[config.mk]
export PLATFORM = sky130hd
export DESIGN_NAME = sdiv128_abs
export DESIGN_NICKNAME = d
export VERILOG_FILES = /design/src/sdiv128_pkg.sv /design/src/sdiv128_abs.sv
export SDC_FILE = /design/constraint.sdc
export NUM_CORES = 1
export LEC_CHECK = 0
export BUFFER_PORTS_ARGS = -buffer_cell sky130_fd_sc_hd__buf_2
export CAP_MARGIN = 20
export CORE_AREA = 3 3 250 252
export DETAILED_ROUTE_END_ITERATION = 8
export DIE_AREA = 0 0 253 255
export PLACE_DENSITY = 0.45
export REMOVE_ABC_BUFFERS = 1
export SLEW_MARGIN = 20
export SYNTH_ARGS = -nofsm -noshare
export SYNTH_HDL_FRONTEND = slang
export SYNTH_SLANG_ARGS = --single-unit
[constraint.sdc]
create_clock -name clk_i -period 1.3 [get_ports clk_i]
set_clock_uncertainty 0.05 [all_clocks]
set_input_delay 0.065 -clock clk_i [delete_from_list [all_inputs] [get_ports clk_i]]
set_output_delay 0.065 -clock clk_i [all_outputs]
set_load 0.02 [all_outputs]
[src/sdiv128_pkg.sv]
// ----------------------------------------------------------------------------
// sdiv128_pkg
// Shared widths, pipeline control type and negation helper for the 128-bit divider.
// ----------------------------------------------------------------------------
package sdiv128_pkg;

  localparam int unsigned HalfW    = 64;
  localparam int unsigned DataW    = 2 * HalfW;
  localparam int unsigned NumSteps = DataW;

  // Control word that travels alongside the data through every stage.
  typedef struct packed {
    logic valid;
    logic dvd_neg;
    logic quo_neg;
    logic dvs_zero;
  } ctl_t;

  // Two's complement negation, wrapping modulo 2^128.
  function automatic logic [DataW-1:0] neg(input logic [DataW-1:0] a);
    return (~a) + {{(DataW-1){1'b0}}, 1'b1};
  endfunction

endpackage

[src/sdiv128_abs.sv]
// ----------------------------------------------------------------------------
// sdiv128_abs
// Entry stage: take operand magnitudes and register signs and flags.
// ----------------------------------------------------------------------------
module sdiv128_abs (
  input  logic                                  clk_i,
  input  logic                                  rst_ni,
  input  logic                                  en_i,
  input  logic                                  valid_i,
  input  logic signed [sdiv128_pkg::HalfW-1:0]  dividend_hi_i,
  input  logic        [sdiv128_pkg::HalfW-1:0]  dividend_lo_i,
  input  logic signed [sdiv128_pkg::HalfW-1:0]  divisor_hi_i,
  input  logic        [sdiv128_pkg::HalfW-1:0]  divisor_lo_i,
  output sdiv128_pkg::ctl_t                     ctl_o,
  output logic [2*sdiv128_pkg::DataW-1:0]       rq_o,
  output logic [sdiv128_pkg::DataW-1:0]         ds_o
);

  logic [sdiv128_pkg::DataW-1:0] dvd, dvs, dd_mag, ds_mag;
  logic                          dvd_neg, dvs_neg;
  sdiv128_pkg::ctl_t             ctl_d, ctl_q;
  logic [2*sdiv128_pkg::DataW-1:0] rq_d, rq_q;
  logic [sdiv128_pkg::DataW-1:0] ds_d, ds_q;

  always_comb begin
    dvd     = {dividend_hi_i, dividend_lo_i};
    dvs     = {divisor_hi_i, divisor_lo_i};
    dvd_neg = dvd[sdiv128_pkg::DataW-1];
    dvs_neg = dvs[sdiv128_pkg::DataW-1];
    dd_mag  = dvd_neg ? sdiv128_pkg::neg(dvd) : dvd;
    ds_mag  = dvs_neg ? sdiv128_pkg::neg(dvs) : dvs;
    ctl_d.valid    = valid_i;
    ctl_d.dvd_neg  = dvd_neg;
    ctl_d.quo_neg  = dvd_neg ^ dvs_neg;
    ctl_d.dvs_zero = (dvs == '0);
    // Remainder starts empty, dividend magnitude sits in the low half.
    rq_d = {{sdiv128_pkg::DataW{1'b0}}, dd_mag};
    ds_d = ds_mag;
  end

  always_ff @(posedge clk_i or negedge rst_ni) begin
    if (!rst_ni) begin
      ctl_q <= '0;
    end else if (en_i) begin
      ctl_q <= ctl_d;
    end
  end

  always_ff @(posedge clk_i) begin
    if (en_i) begin
      rq_q <= rq_d;
      ds_q <= ds_d;
    end
  end

  assign ctl_o = ctl_q;
  assign rq_o  = rq_q;
  assign ds_o  = ds_q;

endmodule

==> results.toml <==
[finish]
drive_above_1_share_pct = 58.3
fin_nets = 3276
fin_util_pct = 54.9
final_cells = 3824
final_cell_mix = "buf_4 (587), buf_2 (423), dlygate4sd3_1 (275)"
area_delta_synth_final_pct = 112
final_common_cell = "buf_4"

[sta]
fin_ws_ns = -0.901
finalCritPeriodShare_pct = 169
hold_viol = 0
tightest_slew_ns = 0.679
max_freq_ghz = 0.454
relSlewSlack_pct = 54.8
period_minus_slack_ns = 2.20
setup_viol = 233
slew_viol_final = 0
grt_setup_unrepaired = "true"
fin_hold_ws_ns = 0.0152

[route]
drt_iter0_markers = 767
wl_met1_mm = 30.3
drc_errors = 0
wl_per_cell_um = 21.1
dr_wl_met3_mm = 4.73
dr_wl_met2_mm = 42.2
dr.max_layer_used = "met5"
vias = 18300
finalWirelength_mm = 80.7
firstDrtPassIters = 5
ant_nets = 0
viasPerCell = 4.79

[power_and_ir_drop]
leakagePower_uw = 0.0137
ir_worst_vdd_mv = 1.00
powerDensity_nw_per_um2 = 823

[global_routing]
grt.overflow.total = 0
grt_usage_pct = 23.5
grt_antenna_before_repair = 10
grt_pass1_vias = 19300
grt_max_degree = 48
grt_pass1_wl_mm = 116

[placement]
place_inst = 3369
dp_hpwl_mm = 59.5
io_buffers = 519
gp_congestion = 0.915

[flow_run]
drv_cap = 0

[worst_setup_path]
cp_data_required_time_ns = 1.58
crit_chain = "buf_6, or4_4, or2_4, nor4_1, buf_4, nand2_1, buf_4, o41ai_1, buf_4, xnor2_1"
worst_setup_path_start_kind = "primary input"
ff2ff_path_depth = 3
crit_slowest_cell = "or4_4"
r2r_start = "ctl_o[0]$_DFFE_PN0P_"
slowest_delay_ns = 0.57
worstSetupPathType = "primary input to flop"
crit_arrival_ns = 2.48
cp_max_fo = 4
crit_top_cell = "buf_4"
reg2reg_slack_ns = 0.43
reg2reg_to = "ctl_o[0]$_DFFE_PN0P_"
endpoint_kind = "flop"

[logic_synthesis]
synth_edf_count = 256
syn_area_um2 = 15700
synth_cell_types = 39
yosysWarnings = 0
synth_ff_type = "edfxtp_1"
yosysSeqAreaShare_pct = 49.7
synthCells = 1488
ys_async_sr_fraction_pct = 1.54
avgSynthCellArea_um2 = 10.5
synth_seq_cells = 260

[clock_tree]
htree_levels = 1
cts_max_path_buffers = 3
clkSinkCount = 260
cts-buffers-inserted = 30
cts_root_buf = "clkbuf_16"
cts_tree = "done"
clkTransAtPathRegs_ns = 0.06
insertion_delay_ns = 0.57

[floorplan]
pin_count = 648
core_area_um2 = 60400
die_y_um = 255
rows = 90
initial_core_util_pct = 25.9
die_area_um2 = 64500
die_x_um = 253

[hold_path]
hold_depth = 3
min_to = "ds_o[69]$_DFFE_PP_"
hp-class = "primary input to flop"
hold_start = "divisor_hi_i[5]"

[run_status]
status = "finished with violations"
violations = "negative setup slack"
[worst max-delay path by stage]
stage                            startpoint                  end  slack, ns  depth (start not counted)
after floorplan            divisor_lo_i[49]  ds_o[113]$_DFFE_PP_      -1.23                          6
after global placement    dividend_lo_i[51]   rq_o[90]$_DFFE_PP_      -1.60                          9
after detailed placement  dividend_lo_i[12]  rq_o[121]$_DFFE_PP_      -1.66                         10
after CTS                  divisor_lo_i[47]  ds_o[113]$_DFFE_PP_      -0.78                          7
after global routing       divisor_lo_i[46]  ds_o[103]$_DFFE_PP_      -0.97                         10
final                      divisor_lo_i[46]   ds_o[71]$_DFFE_PP_      -0.90                         10
[metal layers]
| layer | track usage (%) | up-vias |
|---|---|---|
| li1 | - | 8415 |
| met1 | 26.7 | 9058 |
| met2 | 44.2 | 664 |
| met3 | 4.20 | 174 |
| met4 | 7.96 | 12 |
| met5 | 0 | - |
[metrics by stage]
stage	setup TNS, ns	area, µm²	setup WS, ns	power (µW)
floorplan	-155.83	15000	-1.23	13300
detailed placement	-272.92	23500	-1.66	16800
global placement	-265.25	23500	-1.60	16800
finish	-87.96	33200	-0.901	27300
CTS	-71.46	31700	-0.775	27200
global route	-99.07	33200	-0.974	28300
[registers in the layout (all words and copies together) (netlist names)]
signal	flops
rq_o	128
ctl_o	4
ds_o	128
[cells by family (layout without fill, tap and decap cells)]
logic type	count (synthesis)	in the layout	share of synthesized area (%)
AND/OR/NAND/NOR	599	599	20.5
other	1	132	0.0240
adder cells (fa/ha/maj)	2	2	0.160
flip-flops	260	260	49.7
buffers and inverters	188	1611	7.58
multiplexers	2	2	0.144
AO/OA/AOI/OAI	185	185	7.86
XOR/XNOR	251	251	14.0
[synthesized netlist by cell type (5+ instances only)]
master	count	area share [%]
buf_1	7	0.17
buf_4	128	6.1
clkbuf_1	39	0.93
edfxtp_1	256	49
inv_1	13	0.31
nand2_1	157	3.8
nand2b_1	16	0.64
nand3_1	50	1.6
nand3b_1	10	0.48
nand4_1	42	1.7
nand4b_1	5	0.28
nor2_1	68	1.6
nor3_1	63	2.0
nor4_1	77	3.1
nor4_2	7	0.56
nor4b_1	6	0.34
o21ai_0	85	2.7
o31ai_1	57	2.7
o41ai_1	37	2.1
or2_2	11	0.44
or3_1	33	1.3
or4_1	42	2.0
xnor2_1	251	14
[timing repair]
item / 4_1_cts / 5_1_grt
pin swaps: 235 / 160
hold buffers: 274 / 1
endpoints found under the hold margin: 298 / 1
buffers inserted: 81 / 69
gates cloned: 1 / 0
gates resized for setup: 873 / 210
setup endpoints to repair: 285 / 294
[power breakdown]
group,switching (µW),internal [µW]
registers,369,10300
clock network,3650,5120
logic,4280,3570
[critical path, delay by kind of cell]
| family | cells | cell delay [ns] |
|---|---|---|
| AO/OA/AOI/OAI | 1 | 0.26 |
| XOR/XNOR | 1 | 0.07 |
| buffers and inverters | 4 | 0.66 |
| AND/OR/NAND/NOR | 4 | 1.42 |
[area by class of cell]
type,instances,area [µm²]
Inverter,13,63.8
Fill cell,5143,27200
Clock buffer,37,798
Multi-Input combinational cell,1167,10900
Antenna cell,4,10.0
Sequential cell,260,7790
Timing Repair Buffer,1542,12400
Clock inverter,19,191
Tap cell,782,978
Power figures use the tool's default switching activity.
