===== config.mk =====
export PLATFORM = sky130hd
export DESIGN_NAME = sdiv128_fix
export DESIGN_NICKNAME = d
export VERILOG_FILES = /design/src/sdiv128_pkg.sv /design/src/sdiv128_fix.sv
export SDC_FILE = /design/constraint.sdc
export NUM_CORES = 1
export LEC_CHECK = 0
export ABC_AREA = 0
export ABC_CLOCK_PERIOD_IN_PS = 800
export BUFFER_PORTS_ARGS = -buffer_cell sky130_fd_sc_hd__buf_4
export CAP_MARGIN = 20
export CORE_AREA = 2 2 205 207
export CTS_BUF_LIST = sky130_fd_sc_hd__clkbuf_4 sky130_fd_sc_hd__clkbuf_8
export DETAILED_ROUTE_END_ITERATION = 10
export DIE_AREA = 0 0 207 209
export PLACE_DENSITY = 0.72
export SYNTH_ARGS = -nofsm -noshare
export SYNTH_HDL_FRONTEND = slang
export SYNTH_SLANG_ARGS = --single-unit

===== constraint.sdc =====
create_clock -name clk_i -period 0.8 [get_ports clk_i]
set_input_delay 0.16 -clock clk_i [delete_from_list [all_inputs] [get_ports clk_i]]
set_output_delay 0.16 -clock clk_i [all_outputs]
set_load 0.02 [all_outputs]

===== src/sdiv128_pkg.sv =====
// ----------------------------------------------------------------------------
// sdiv128_pkg
// Shared widths, pipeline control type and negation helper for the 128-bit divider.
// ----------------------------------------------------------------------------
package sdiv128_pkg;

  localparam int unsigned HalfW    = 64;
  localparam int unsigned DataW    = 2 * HalfW;
  localparam int unsigned NumSteps = DataW;

  // Control word that travels alongside the data through every stage.
  typedef struct packed {
    logic valid;
    logic dvd_neg;
    logic quo_neg;
    logic dvs_zero;
  } ctl_t;

  // Two's complement negation, wrapping modulo 2^128.
  function automatic logic [DataW-1:0] neg(input logic [DataW-1:0] a);
    return (~a) + {{(DataW-1){1'b0}}, 1'b1};
  endfunction

endpackage


===== src/sdiv128_fix.sv =====
// ----------------------------------------------------------------------------
// sdiv128_fix
// Final stage: apply signs, force zero quotient, drive output register.
// ----------------------------------------------------------------------------
module sdiv128_fix (
  input  logic                                  clk_i,
  input  logic                                  rst_ni,
  input  logic                                  en_i,
  input  sdiv128_pkg::ctl_t                     ctl_i,
  input  logic [2*sdiv128_pkg::DataW-1:0]       rq_i,
  output logic                                  valid_o,
  output logic signed [sdiv128_pkg::HalfW-1:0]  quotient_hi_o,
  output logic        [sdiv128_pkg::HalfW-1:0]  quotient_lo_o,
  output logic signed [sdiv128_pkg::HalfW-1:0]  remainder_hi_o,
  output logic        [sdiv128_pkg::HalfW-1:0]  remainder_lo_o,
  output logic                                  div_by_zero_o
);

  localparam int unsigned W = sdiv128_pkg::DataW;
  localparam int unsigned H = sdiv128_pkg::HalfW;

  logic [W-1:0] quo_d, rem_d, quo_q, rem_q;
  logic         valid_q, dbz_q;

  always_comb begin
    // With a zero divisor the steps leave the dividend magnitude as remainder.
    if (ctl_i.dvs_zero) begin
      quo_d = '0;
    end else if (ctl_i.quo_neg) begin
      quo_d = sdiv128_pkg::neg(rq_i[W-1:0]);
    end else begin
      quo_d = rq_i[W-1:0];
    end
    rem_d = ctl_i.dvd_neg ? sdiv128_pkg::neg(rq_i[2*W-1:W]) : rq_i[2*W-1:W];
  end

  always_ff @(posedge clk_i or negedge rst_ni) begin
    if (!rst_ni) begin
      valid_q <= 1'b0;
    end else if (en_i) begin
      valid_q <= ctl_i.valid;
    end
  end

  always_ff @(posedge clk_i) begin
    if (en_i) begin
      quo_q <= quo_d;
      rem_q <= rem_d;
      dbz_q <= ctl_i.dvs_zero;
    end
  end

  assign valid_o        = valid_q;
  assign quotient_hi_o  = quo_q[W-1:H];
  assign quotient_lo_o  = quo_q[H-1:0];
  assign remainder_hi_o = rem_q[W-1:H];
  assign remainder_lo_o = rem_q[H-1:0];
  assign div_by_zero_o  = dbz_q;

endmodule


==> impl_results.md <==
* Remaining global-route overflow at 0
* Worst hold-check path type: primary input to flip-flop
* Relative slew slack at 0.479
* Htree depth at 2
* RSZ-0062 raised after global routing: yes
* Fin Hold WS at -0.0193 ns
* Cell variety after synth at 56
* Die area at 43300 um^2
* Number of flops mapped to enable cells by yosys at 257
* Clock sink total at 258
* TritonCTS clock tree: yes
* Share of flip-flops with an asynchronous set or reset at 0.00388
* Syn-to-layout area delta at 118%
* Yosys reg bits at 258
* Lkg Pwr at 14.2 nW
* Placed Area at 25500 um^2
* Top FF cell, synth: edfxtp_1
* Min-Delay Startpoint: rq_i[85]
* # setup viols final at 510
* Vias at 20700
* Final Util at 0.814
* Final WS setup at -1.71 ns
* Worst hold path depth at 4
* Critical Path Sink Type: flip-flop
* Top-area cell type share of the netlist area at 0.501
* DR WL/cell at 28.0 um
* Detail Placement HPWL at 53.0 mm
* Layout cells sized above 1 at 0.591
* Status: complete, but fails checks
* Sw Pwr at 14.8 mW
* Design Area, Final at 33600 um^2
* Routed wire length at 95.9 mm
* Mapped Nets at 1730
* Period minus WS final at 2.51 ns
* WP data arrival at 2.88 ns
* Cells after Synth at 1465
* Largest net degree at the start of global routing at 57
* Final ANT Viol Nets at 0
* DRT Pass-1 Iters at 7
* Startpoint Class: primary input
* IO Count at 521
* Final period utilization at 3.13
* Final Net Count at 3106
* Clock power share at 0.298
* Register area at 7740 um^2
* FF-to-FF setup slack at -0.11 ns
* Die W at 207 um
* Sequential fraction of the synthesis area at 0.502
* Max Clock Skew at 0 ns
* GRT Resource Usage Total at 0.389
* Area leader, netlist: edfxtp_1
* Core Region at 41300 um^2
* Synth cell count leaders: edfxtp_1, nor2_1, xnor2_1
* DRT iter0 DRCs at 2088
* Sw Share at 0.328
* Max Fanout on Critical Path at 2
* Max Freq at 0.399 GHz
* Max VDD drop at 1.59 mV
* GP Congestion at 0.951
* Row cnt at 75
* Count leader, synth: edfxtp_1
* Final Slew Violations at 0
* Clock buffer depth at 3
* Initial Utilization at 0.373
* Internal at 30.2 mW
* R2R depth at 2
* Logic pwr share at 0.314
* Initial antenna violation count at 5
* Syn Std Cell Area at 15400 um^2
* Multi-input gate area at 11300 um^2
* Filler cells at 1942
* Failing checks: hold timing, setup timing
* Syn avg cell area at 10.5 um^2
* Clock Tree Root: clkbuf_8
* Number of max-cap violations at 0
* Top cells by area in the synthesized netlist: edfxtp_1, xnor2_1, xor2_1
* Worst-Skew Late Latency at 0.64 ns
* Vias per std cell at 6.05
* Reg power frac at 0.388
* Endpoint, Worst Hold: quo_q[85]
* RR Startpoint: valid_o
* CTS buffer count at 46
* Worst R2R End: valid_o
* Synthesis warning total at 0
* PD cells at 1340 nW/um^2
* Vias in the first global route at 21100
* First-pass GRT wire length at 129 mm
* CP required at 1.18 ns
* Worst-margin pin slew at 0.774 ns
* Setup CP Type: primary input to flip-flop
* Clk slew on worst S/H paths at 0.07 ns
* Final Hold Vio Count at 3
* Buffers added on ports at 520
* Residual DRC at 0
* Die Height at 209 um
[metal layers]
metal  up-vias  wire length (um)  track usage
met3       670             10100       0.0999
met4         2              9790        0.304
met5         -                16            0
met1     10000             31500        0.431
li1       8360                 -            -
met2      1654             44500        0.641
[cell type report]
cell class | count | area share
Antenna cell | 4 | 0.000298
Clock buffer | 51 | 0.0201
Clock inverter | 32 | 0.00636
Inverter | 9 | 0.00153
Multi-Input combinational cell | 1129 | 0.336
Sequential cell | 258 | 0.230
Tap cell | 539 | 0.0201
Timing Repair Buffer | 1397 | 0.385
[worst max-delay path: stages]
cell and delay, ns:
buf_4 0.12, nor4_1 0.48, buf_4 0.20, nand2_1 0.10, or3_1 0.42, or4_1 0.63
o41ai_2 0.53, xnor2_1 0.23
[metrics by stage]
step	std cells	power, mW	hold WS (ns)	TNS [ns]	setup slack (ns)
6_report	3419	45.0	-0.0193	-401.76	-1.71
5_1_grt	3418	45.9	-0.0355	-413.45	-1.70
4_1_cts	3368	43.1	-0.0418	-362.23	-1.27
3_5_place_dp	3005	27.9	-0.0594	-440.55	-2.01
3_3_place_gp	3005	27.8	-0.0593	-433.81	-1.98
2_1_floorplan	1465	21.5	-0.136	-313.04	-1.79
[power by group through the flow]
stage               combinational, mW  sequential, mW  clock, mW
CTS                              12.8            17.3       12.9
global placement                 10.4            17.3          0
floorplan                        2.66            18.9          0
global route                     14.5            17.5       13.9
finish                           14.1            17.5       13.4
detailed placement               10.6            17.3          0
[placed cells by master (no fill, tap or decap), types with 26 or more instances in the layout]
cell / netlist / routed
xor2_1: 97 / 91
nor2_1: 183 / 174
xnor2_1: 126 / 100
or3_1: 56 / 37
o31ai_4: 0 / 75
buf_12: 0 / 26
o41ai_4: 0 / 51
buf_4: 0 / 762
o21ai_2: 0 / 38
dlygate4sd3_1: 0 / 210
clkbuf_8: 0 / 47
edfxtp_1: 257 / 257
nor3_1: 66 / 45
buf_6: 0 / 386
nand4_1: 32 / 32
nand2_1: 100 / 59
[how the worst max path moves through the flow]
stage,start,cells after the start,end,slack [ns]
floorplan,rq_i[56],7,quo_q[126],-1.79
global placement,rq_i[184],7,rem_q[120],-1.98
detailed placement,rq_i[26],10,quo_q[127],-2.01
CTS,rq_i[73],8,quo_q[126],-1.27
global route,rq_i[226],8,rem_q[117],-1.70
finish,rq_i[226],8,rem_q[117],-1.71
[repair_timing]
| item | in CTS | in global routing |
|---|---|---|
| endpoints found under the hold margin | 224 | 0 |
| hold buffers | 210 | 0 |
| setup endpoints to repair | 493 | 513 |
| resized for setup | 645 | 176 |
| gates cloned | 5 | 0 |
| buffers inserted | 69 | 56 |
| pin swaps | 199 | 147 |
[flip-flops by register name, indices dropped and copies added (netlist names)]
| signal | cells |
|---|---|
| valid_o | 1 |
| quo_q | 128 |
| div_by_zero_o | 1 |
| rem_q | 128 |
[cell families (layout without fill, tap and decap cells)]
family	after synthesis	count (layout)	synth area share
flip-flops	258	258	0.502
XOR/XNOR	223	223	0.127
adder cells (fa/ha/maj)	2	2	0.00162
buffers and inverters	78	1489	0.0195
AND/OR/NAND/NOR	655	655	0.227
other	0	4	0
multiplexers	24	24	0.0172
AO/OA/AOI/OAI	225	225	0.106
Power figures use the tool's default switching activity.
