[config.mk]
export PLATFORM = sky130hd
export DESIGN_NAME = sdiv128_step
export DESIGN_NICKNAME = d
export VERILOG_FILES = /design/src/sdiv128_pkg.sv /design/src/sdiv128_step.sv
export SDC_FILE = /design/constraint.sdc
export NUM_CORES = 1
export LEC_CHECK = 0
export BUFFER_PORTS_ARGS = -buffer_cell sky130_fd_sc_hd__buf_2
export CELL_PAD_IN_SITES_DETAIL_PLACEMENT = 1
export CELL_PAD_IN_SITES_GLOBAL_PLACEMENT = 2
export CORE_AREA = 2 2 303 305
export CTS_CLUSTER_SIZE = 24
export DETAILED_ROUTE_END_ITERATION = 8
export DIE_AREA = 0 0 305 307
export HOLD_SLACK_MARGIN = 0.05
export MAX_ROUTING_LAYER = met4
export PLACE_DENSITY = 0.64
export RECOVER_POWER = 25
export REMOVE_ABC_BUFFERS = 1
export SYNTH_ARGS = -nofsm -noshare
export SYNTH_HDL_FRONTEND = slang
export SYNTH_SLANG_ARGS = --single-unit
[constraint.sdc]
create_clock -name clk_i -period 1.3 [get_ports clk_i]
set_clock_uncertainty 0.2 [all_clocks]
set_input_delay 0.26 -clock clk_i [delete_from_list [all_inputs] [get_ports clk_i]]
set_output_delay 0.26 -clock clk_i [all_outputs]
set_load 0.01 [all_outputs]
[src/sdiv128_pkg.sv]
// ----------------------------------------------------------------------------
// sdiv128_pkg
// Shared widths, pipeline control type and negation helper for the 128-bit divider.
// ----------------------------------------------------------------------------
package sdiv128_pkg;

  localparam int unsigned HalfW    = 64;
  localparam int unsigned DataW    = 2 * HalfW;
  localparam int unsigned NumSteps = DataW;

  // Control word that travels alongside the data through every stage.
  typedef struct packed {
    logic valid;
    logic dvd_neg;
    logic quo_neg;
    logic dvs_zero;
  } ctl_t;

  // Two's complement negation, wrapping modulo 2^128.
  function automatic logic [DataW-1:0] neg(input logic [DataW-1:0] a);
    return (~a) + {{(DataW-1){1'b0}}, 1'b1};
  endfunction

endpackage

[src/sdiv128_step.sv]
// ----------------------------------------------------------------------------
// sdiv128_step
// One restoring division step: shift, trial subtract, keep or restore.
// ----------------------------------------------------------------------------
module sdiv128_step (
  input  logic                                  clk_i,
  input  logic                                  rst_ni,
  input  logic                                  en_i,
  input  sdiv128_pkg::ctl_t                     ctl_i,
  input  logic [2*sdiv128_pkg::DataW-1:0]       rq_i,
  input  logic [sdiv128_pkg::DataW-1:0]         ds_i,
  output sdiv128_pkg::ctl_t                     ctl_o,
  output logic [2*sdiv128_pkg::DataW-1:0]       rq_o,
  output logic [sdiv128_pkg::DataW-1:0]         ds_o
);

  localparam int unsigned W = sdiv128_pkg::DataW;

  logic [W:0]       shifted, diff;
  logic             qbit;
  logic [2*W-1:0]   rq_d, rq_q;
  sdiv128_pkg::ctl_t ctl_q;
  logic [W-1:0]     ds_q;

  always_comb begin
    // Partial remainder shifted left with the next dividend bit brought in.
    shifted = rq_i[2*W-1:W-1];
    diff    = shifted - {1'b0, ds_i};
    qbit    = ~diff[W];
    rq_d    = {(qbit ? diff[W-1:0] : shifted[W-1:0]), rq_i[W-2:0], qbit};
  end

  always_ff @(posedge clk_i or negedge rst_ni) begin
    if (!rst_ni) begin
      ctl_q <= '0;
    end else if (en_i) begin
      ctl_q <= ctl_i;
    end
  end

  always_ff @(posedge clk_i) begin
    if (en_i) begin
      rq_q <= rq_d;
      ds_q <= ds_i;
    end
  end

  assign ctl_o = ctl_q;
  assign rq_o  = rq_q;
  assign ds_o  = ds_q;

endmodule

==> impl_metrics.csv <==
group,metric,value,unit
routing,vias,26200,
timing,post-route-period-util,255,%
synth,async_flop_share,1.03,%
clock_network,cts_max_level,2,
routing,wire_per_inst,22.9,um
routing,wl,128000,um
timing,finalSetupViolCount,905,
layout,fillers,10200,
min_path,whs_path_depth,1,
timing,finalSetupTns,-529640,ps
timing,slew_headroom,51.3,%
synth,synth_cell_type_count,74,
synth,synth_compound_area_share,18.1,%
floorplan,die_w,305,um
timing,rsz0062_at_grt,"yes",
global_routing,track_usage,26.6,%
synth,syn-instance-count,2240,
synth,ys.warnings.count,0,
layout,multi_input_area,0.0123,mm^2
timing,layout_min_cycle_time,3310,ps
critical_path,endpoint_kind,"flip-flop",
synth,synthSimpleGateAreaFrac,13.2,%
synth,netlist_area,0.0225,mm^2
timing,whs,-386,ps
power,ir_drop,0.000858,V
global_routing,grt_max_degree,31,
synth,synth_top_family_by_area,"compound AO/OA/AOI/OAI gates",
timing,timing.final.ws_setup,-2010,ps
synth,syn_avg_cell_area,10.0,um^2
routing,avgViaCountPerCell,4.69,
synth,synthMuxAreaShare,0.512,%
critical_path,cpMaxStageDelayCell,"o211a_1",
routing,drt_pass1_iterations,5,
place,io_buffers,778,
place,gp_congestion,0.900,
timing,fmax,302,MHz
power,leakagePower,20.0,nW
critical_path,critPathMaxFanout,7,
synth,ys_seq_elements,388,
critical_path,worstPathArrival,3470,ps
min_path,worstHoldPathType,"in2reg",
global_routing,grt_pass1_wl,184000,um
timing,hold_violations,5,
status,status,"finished with violations",
power,power.total,49.3,mW
global_routing,antenna_found_initial,16,
global_routing,grt_pass1_vias,29200,
clock_network,cts_made_buffers,50,
routing,ant_nets,0,
critical_path,path_class,"in2reg",
floorplan,die_h,307,um
synth,synth_fa_ha_area_share,7.21,%
timing,worst_pin_slew,728,ps
floorplan,core_area,0.0907,mm^2
synth,synth_edf_count,384,
status,violations,"hold timing, setup timing",
floorplan,initial_utilization,24.8,%
critical_path,slowest_delay,270,ps
routing,drc,0,
clock_network,clk-insertion-delay-late,620,ps
critical_path,rr_worst_depth,2,
timing,drv_slew,0,
critical_path,critPathMostFrequentCell,"buf_12",
synth,synth_xor_area_share,4.20,%
run,drv_cap,0,
place,dp_hpwl,95000,um
power,power.density,1110,mW/mm^2
synth,synth_ff_type,"edfxtp_1",
floorplan,row_count,111,
layout,areaGrowthSynthToFinish,98.0,%
critical_path,cp-start-kind,"primary input",
layout,seq_area,0.0116,mm^2
layout,final_nets,4874,
floorplan,io_pins,779,
clock_network,clk_pin_slew,60,ps
layout,drive_above_1_share,51.7,%
clock_network,cts_max_path_buffers,3,
critical_path,worstPathCellList,"buf_8 > inv_4 > ha_4 > fa_2 > nand2b_4 > a21oi_4 > o211a_1 > buf_4 > buf_6 > a31o_4 > a31oi_4 > nor2_4 > a21o_4 > o31ai_4 > xor2_4 > buf_12 > buf_12 > buf_12 > a311o_1 > o311ai_2",
synth,ys_seq_area_share,51.7,%
critical_path,crit_required,1460,ps
routing,drt_iter0_drc,1179,
clock_network,root_buffer,"clkbuf_16",
clock_network,cts_sinks,388,
global_routing,grt_overflow,0,
floorplan,die-area,0.0936,mm^2
clock_network,cts_tree,"built",
==> repair_timing <==
item,CTS,global route
setup buffers,72,36
pin swaps,104,98
cloned,16,12
gates resized for setup,478,309
endpoints found under the setup margin,517,905
hold endpoints to repair,435,53
hold buffers,382,4
==> worst max-delay path, delay by kind of cell <==
kind | cells | cell delay [ps]
XOR/XNOR | 1 | 210
buffers and inverters | 7 | 860
adder cells (fa/ha/maj) | 2 | 350
AND/OR/NAND/NOR | 2 | 200
AO/OA/AOI/OAI | 8 | 1560
==> through the flow <==
stage | utilization, % | setup slack (ps) | cells | area (um^2)
after global placement | 37.7 | -3220 | 4980 | 34200
after global routing | 49.1 | -2120 | 5592 | 44500
final | 49.1 | -2010 | 5593 | 44500
after detailed placement | 37.7 | -3260 | 4980 | 34200
after floorplan | - | -7820 | 2146 | 22000
after CTS | 47.1 | -1970 | 5538 | 42700
==> kinds of logic (layout without fill, tap and decap cells) <==
| logic type | count (synthesis) | in the layout |
|---|---|---|
| mux | 9 | 9 |
| flops | 388 | 388 |
| other cells | 0 | 12 |
| xor+xnor | 107 | 107 |
| compound gates | 672 | 672 |
| buf+inv | 278 | 2433 |
| simple gates | 657 | 657 |
| fa+ha+maj | 129 | 129 |
==> metal layers <==
| metal | track usage, % | vias up | wire length, um |
|---|---|---|---|
| li1 | - | 12400 | - |
| met1 | 30.3 | 13000 | 52300 |
| met2 | 46.7 | 656 | 65100 |
| met3 | 5.76 | 174 | 6650 |
| met4 | 7.94 | 0 | 3910 |
| met5 | - | - | 0 |
==> layout make-up <==
class                           count  share of cell area [%]
Antenna cell                       12                  0.0674
Clock buffer                       58                    2.93
Clock inverter                     35                   0.742
Inverter                          184                    1.62
Multi-Input combinational cell   1574                    27.5
Sequential cell                   388                    26.1
Tap cell                         1186                    3.33
Timing Repair Buffer             2156                    37.7
==> cells in the mapped netlist, drive strengths merged (6+ instances only) <==
cell type | count | share of area (%)
inv | 184 | 3.1
nand4 | 66 | 1.8
a221oi | 9 | 0.35
a21o | 42 | 1.4
nand3 | 28 | 0.62
xnor2 | 59 | 2.3
ha | 128 | 7.1
clkbuf | 65 | 1.1
edfxtp | 384 | 51
and2 | 9 | 0.25
nand2 | 307 | 5.1
nor2 | 132 | 2.2
or2 | 10 | 0.28
o211ai | 15 | 0.50
a21oi | 211 | 4.7
buf | 29 | 0.88
and3 | 11 | 0.31
a21boi | 9 | 0.30
o21bai | 37 | 1.2
mux2 | 8 | 0.47
or3 | 8 | 0.22
o211a | 6 | 0.27
a211oi | 10 | 0.33
nor4 | 12 | 0.33
nor2b | 9 | 0.25
xor2 | 48 | 1.9
o21ai | 225 | 5.0
a211o | 7 | 0.27
nor3 | 35 | 0.78
o21a | 20 | 0.67
nand2b | 13 | 0.36
o31ai | 22 | 0.76
a31oi | 14 | 0.39
o41ai | 6 | 0.27
==> state kept, by name (all words and copies together), names as in the netlist <==
register and cells:
rq_o 256, ds_o 128, ctl_o 4
==> cells in the final DEF (no fill, tap or decap), types with 15 or more instances in the layout <==
cell type | synthesis | layout
buf_4 | 14 | 890
buf_2 | 12 | 708
dlygate4sd3_1 | 0 | 385
edfxtp_1 | 384 | 384
nand2_1 | 307 | 196
a21oi_1 | 208 | 172
inv_1 | 183 | 160
nor2_1 | 132 | 117
o21ai_0 | 159 | 92
buf_6 | 3 | 78
ha_1 | 128 | 73
nand2_2 | 0 | 71
nand4_1 | 66 | 66
o21ai_1 | 66 | 63
o21ai_2 | 0 | 62
clkbuf_16 | 0 | 62
xnor2_1 | 59 | 54
ha_4 | 0 | 49
xor2_1 | 47 | 46
a21o_1 | 42 | 41
nand2_4 | 0 | 40
buf_12 | 0 | 37
o21bai_1 | 37 | 36
a21oi_2 | 3 | 27
nor3_1 | 35 | 26
nand3_1 | 28 | 22
o21a_1 | 20 | 19
clkbuf_1 | 64 | 19
buf_16 | 0 | 18
buf_8 | 0 | 17
inv_2 | 1 | 16
o211ai_1 | 15 | 15
==> path summary, 6_finish.rpt <==
path / from / end / slack [ps]
max in group asynchronous: rst_ni / ctl_o[3] / 300
min reg2reg: ctl_o[3] / ctl_o[3] / 310
min: ds_i[0] / ds_o[0] / -390
max: rq_i[127] / rq_o[251] / -2010
min in group asynchronous: rst_ni / ctl_o[1] / 390
max reg2reg: ctl_o[2] / ctl_o[2] / 200
==> report_power, final <==
group,leakage (nW),switching [mW],internal [mW]
logic,15.4,9.57,9.51
registers,3.80,0.502,15.5
clock network,0.804,6.03,8.19
total,20.0,16.1,33.2
(Power assumes the default switching activity.)
